[src/rtl/lfu_frequency_table_macros.svh]
// Assertion macros for the LFU frequency table.
// Included by the top level; needs no other file.
`ifndef LFU_FREQUENCY_TABLE_MACROS_SVH
`define LFU_FREQUENCY_TABLE_MACROS_SVH
`ifndef SYNTHESIS
`define LFU_ASSERT_IMP(lbl, clk, rst_n, ante, cons, msg) \
	lbl: assert property (@(posedge clk) disable iff (!rst_n) (ante) |-> (cons)) \
		else $error(msg);
`define LFU_ASSERT_NEXT(lbl, clk, rst_n, ante, cons, msg) \
	lbl: assert property (@(posedge clk) disable iff (!rst_n) (ante) |=> (cons)) \
		else $error(msg);
`else
`define LFU_ASSERT_IMP(lbl, clk, rst_n, ante, cons, msg)
`define LFU_ASSERT_NEXT(lbl, clk, rst_n, ante, cons, msg)
`endif
`endif

[src/rtl/lfu_ram.sv]
// Generic simple dual-port RAM with one write port and a registered read port.
// Has no dependencies.
`timescale 1ns / 1ps
`default_nettype none

module lfu_ram #(
	parameter int WIDTH = 32,
	parameter int DEPTH = 64
) (
	input  wire logic                     clk,
	input  wire logic                     we,
	input  wire logic [$clog2(DEPTH)-1:0] waddr,
	input  wire logic [WIDTH-1:0]         wdata,
	input  wire logic                     re,
	input  wire logic [$clog2(DEPTH)-1:0] raddr,
	output      logic [WIDTH-1:0]         rdata
);

	logic [WIDTH-1:0] mem_q [DEPTH];

	always_ff @(posedge clk) begin
		if (we) begin
			mem_q[waddr] <= wdata;
		end
		if (re) begin
			rdata <= mem_q[raddr];
		end
	end

endmodule

`default_nettype wire
[config.mk]
export PLATFORM = sky130hd
export DESIGN_NAME = lfu_ram
export DESIGN_NICKNAME = d
export VERILOG_FILES = /design/src/rtl/lfu_frequency_table_macros.svh /design/src/rtl/lfu_ram.sv
export SDC_FILE = /design/constraint.sdc
export NUM_CORES = 2
export LEC_CHECK = 0
export BUFFER_PORTS_ARGS = -buffer_cell sky130_fd_sc_hd__buf_4
export CORE_ASPECT_RATIO = 0.75
export CORE_MARGIN = 1.5
export CORE_UTILIZATION = 50
export DETAILED_ROUTE_END_ITERATION = 8
export GPL_ROUTABILITY_DRIVEN = 0
export PLACE_DENSITY = 0.63
export SYNTH_ARGS = -nofsm -noshare
export SYNTH_HDL_FRONTEND = slang
export SYNTH_SLANG_ARGS = --single-unit
[constraint.sdc]
create_clock -name clk -period 5.96 [get_ports clk]
set_input_delay 0.298 -clock clk [delete_from_list [all_inputs] [get_ports clk]]
set_output_delay 0.298 -clock clk [all_outputs]
set_load 0.02 [all_outputs]
---- Yosys cells after proc, flatten, opt, wreduce, memory -nomap -nowiden ----
Memory sizes are Yosys's and may differ from the RTL's. A register that Yosys moved wholly into a read port is not among the register bits.
Index checks and enable logic that the tools add are counted.
storage, ports and cells
  bits in registers ....................... 0
  bits in writable memories ............... 2048
  output and inout bits ................... 32
  memories kept ........................... 1
operators by class
  muxes and demuxes ....................... 2
memory list
  name   words  bits a word  rd ports  clocked after Yosys merged registers in  wr ports  RTL line       text
  mem_q  64     32           1         1                                        1         lfu_ram.sv:19  logic [WIDTH-1:0] mem_q [DEPTH];
operators by type and width
  operator  count
  $mux W1   2

---- Longest topological paths before layout ----
  depth in word-level cells ............... 2
  gate-level depth with buffers ........... 10
  mapped depth without buffers ............ 5

---- Least setup slack after synthesis ----
Ideal clock, no wire load.
  path kind ............................... input to register
  from .................................... in waddr[3]
  to ...................................... mem mem_q[48][0] (enable)
  arrival ................................. 2.997 ns
  required time ........................... 5.499 ns
  slack ................................... 2.502 ns
  stages .................................. 4
  path buffers ............................ 1
  path through ............................ clkbuf_1 -> nor2b_1 -> nand4b_1 -> nor3_1
RTL lines
  what             RTL line       text
  start, declared  lfu_ram.sv:12  input wire logic [$clog2(DEPTH)-1:0] waddr,
  end, declared    lfu_ram.sv:19
Straight into the memory's write port.

==> impl_metrics.csv <==
group,metric,value,unit
status,status,"finished with violations",
status,violations,"antenna violations",
routing,wl_met3,23400,microns
global_routing,grt_pass1_wl,289000,microns
worst_setup_path,critPathMaxStageDelay,0.98,ns
worst_setup_path,critPathArrivalTime,3.87,ns
placement,hpwl,110000,microns
clocking,cts_resized,0,
run,cap_violations,0,
floorplan,io_pins,79,
layout,layout.nets,3562,
timing,setup_tns,0,ns
routing,dr.max_layer_used,"met4",
layout,final_common_cell,"edfxtp_1",
floorplan,rows,125,
synth,synth_fp_nets,3371,
worst_setup_path,crit_path_start_kind,"input pin",
timing,setup_viol_count_final,0,
clocking,clk_latency,0.84,ns
placement,dp_cells,5417,
clocking,h-tree-depth,4,
clocking,cts_sinks,2080,
routing,vias_per_cell,6.47,
power,power_leakage,27.2,nW
hold_path,hp-class,"in2reg",
timing,skew,0.0284,ns
layout,fillers,11300,
synth,yosys_warnings,0,
timing,grt_setup_unrepaired,"no",
layout,syn2layout_area_growth,12.2,%
synth,syn_area,78800,sq um
routing,vias,37400,
global_routing,antenna_found_initial,25,
worst_setup_path,crit_slowest_cell,"nand2_1",
timing,slew_headroom,0.0695,
clocking,cts_setup_buffers,0,
power,power_density,334,nW/um^2
layout,layout-drive-gt1-share,0.285,
synth,synth_cell_type_count,33,
layout,final_cells,5782,
routing,drt-total-wl,207000,microns
worst_setup_path,path_class,"in2reg",
layout,layout_common_cells,"edfxtp_1 (2,080), mux4_2 (544), clkbuf_16 (189)",
worst_setup_path,r2r.worst_path.cells,5,
power,irDropWorstVdd,0.310,mV
synth,synth_top_cell_area_share,0.792,
floorplan,die_area,160000,sq um
synth,synthCells,3324,
clocking,numCtsBuffers,188,
global_routing,grt_pass1_vias,37500,
routing,drcViolationCount,0,
clocking,cts-root-buf,"clkbuf_16",
routing,m1WireLength,85100,microns
worst_setup_path,end_kind,"register",
global_routing,grt_max_degree,100,
floorplan,die_x,462,microns
routing,dr_wl_met2,93100,microns
worst_setup_path,critPathMaxFanout,32,
timing,period_share,0.537,
timing,min_period,3.20,ns
timing,finalMaxSlewViolations,0,
routing,avgRoutedWirePerCell,35.9,microns
synth,ys_seq_area_frac,0.792,
routing,drt_iter0_drc,5985,
placement,port_buffers,78,
synth,ys_top_cells_by_area,"edfxtp_1 (79%), mux4_2 (16%), mux2i_1 (1.2%)",
hold_path,holdPathStages,1,
global_routing,grt_usage,0.263,
clocking,clock_path_buffers,3,
synth,ys_seq_elements,2080,
floorplan,initial_core_util,0.506,
floorplan,core_region_area,156000,sq um
worst_setup_path,path_cells,"buf_4 -> nand2_1 -> buf_4 -> o221ai_1 -> a21oi_1 -> a21oi_1 -> nor2_1",
synth,syn_avg_cell_area,23.7,sq um
timing,hold_viol_final,0,
floorplan,die_y,347,microns
timing,worst_pin_slew,1.40,ns
worst_setup_path,cp.required,6.63,ns
routing,first_pass_iters,5,
clocking,cts_tree,"yes",
clocking,path_clk_slew,0.06,ns
routing,final_antenna_net_count,1,
global_routing,grt_overflow,0,
synth,synth_top_area_cell,"edfxtp_1",
timing,fmax,0.312,GHz
==> state kept, by name (all words and copies together) (netlist names) <==
signal / count
mem_q: 2048
rdata: 32
==> worst max-delay path, delay by kind of cell <==
kind	cells	cell delay, ns
buf+inv	2	0.80
compound gates	3	1.53
simple gates	2	1.16
==> synthesized netlist by cell type <==
cell type / n
or3b_1: 2
buf_4: 25
buf_1: 21
clkbuf_1: 74
nor2b_1: 15
o221ai_1: 27
a22oi_1: 12
nand4_1: 2
a311oi_1: 8
or2_2: 1
nand3_1: 5
and3_1: 4
o22ai_1: 84
edfxtp_1: 2080
nor2_1: 137
or2_0: 1
a21oi_1: 62
a41o_1: 4
a31oi_1: 1
nand2b_1: 8
buf_2: 57
or3_1: 3
or3b_2: 3
nor3_1: 7
or2_1: 1
nand4b_1: 1
buf_6: 5
mux4_2: 544
nand3b_1: 5
and2_1: 2
mux2i_1: 93
o32ai_1: 4
nand2_1: 26
==> power by group <==
group / leakage (nW) / switching (mW) / total, mW / internal [mW]
clock: 2.86 / 5.26 / 11.7 / 6.40
combinational: 5.63 / 1.04 / 1.58 / 0.537
sequential: 18.7 / 0.0564 / 16.3 / 16.2
total: 27.2 / 6.35 / 29.5 / 23.2
==> layout make-up <==
cell class	instances	area (sq um)	share of cell area
antenna	16	40.0	0.000453
clock buffer	231	4890	0.0553
timing repair buffer	183	1500	0.0170
multi-input combinational	1062	16000	0.181
sequential	2080	62500	0.706
clock inverter	115	966	0.0109
tap	2095	2620	0.0296
==> logic make-up after synthesis <==
family                 after synthesis  share of synthesized area
flip-flops                        2080                      0.792
AND/OR/NAND/NOR                    223                     0.0126
multiplexers                       637                      0.167
AO/OA/AOI/OAI                      202                     0.0167
buffers and inverters              182                     0.0112
==> layer usage <==
layer	GRT usage	vias to the layer above
met5	0	-
met3	0.0545	272
met1	0.404	20200
met4	0.0835	0
li1	-	14700
met2	0.380	2190
==> worst paths after layout <==
check	start	slack (ns)	endpoint
setup / recovery	raddr[4]	2.76	rdata[30]
hold / removal	wdata[13]	0.02	mem_q[33][13]
setup reg to reg	mem_q[47][29]	3.21	rdata[29]
hold reg to reg	mem_q[28][4]	0.85	rdata[4]
==> metrics by stage <==
step	instance area (sq um)	hold WS, ns	power, mW	util	setup slack [ns]
after floorplan	78800	0.397	17.4	-	2.50
after global placement	82500	0.738	18.1	0.530	1.90
after detailed placement	82500	0.751	18.2	0.530	1.88
after CTS	88400	0.0127	29.7	0.568	2.79
after global routing	88400	0.0414	30.3	0.568	2.59
final	88400	0.0238	29.5	0.568	2.76
==> what timing repair did <==
action                                 4_1_cts  5_1_grt
setup endpoints to repair                    0        0
endpoints found under the hold margin       96        0
hold buffers                                 3        0
No activity file was read; power rests on OpenSTA's default activity.
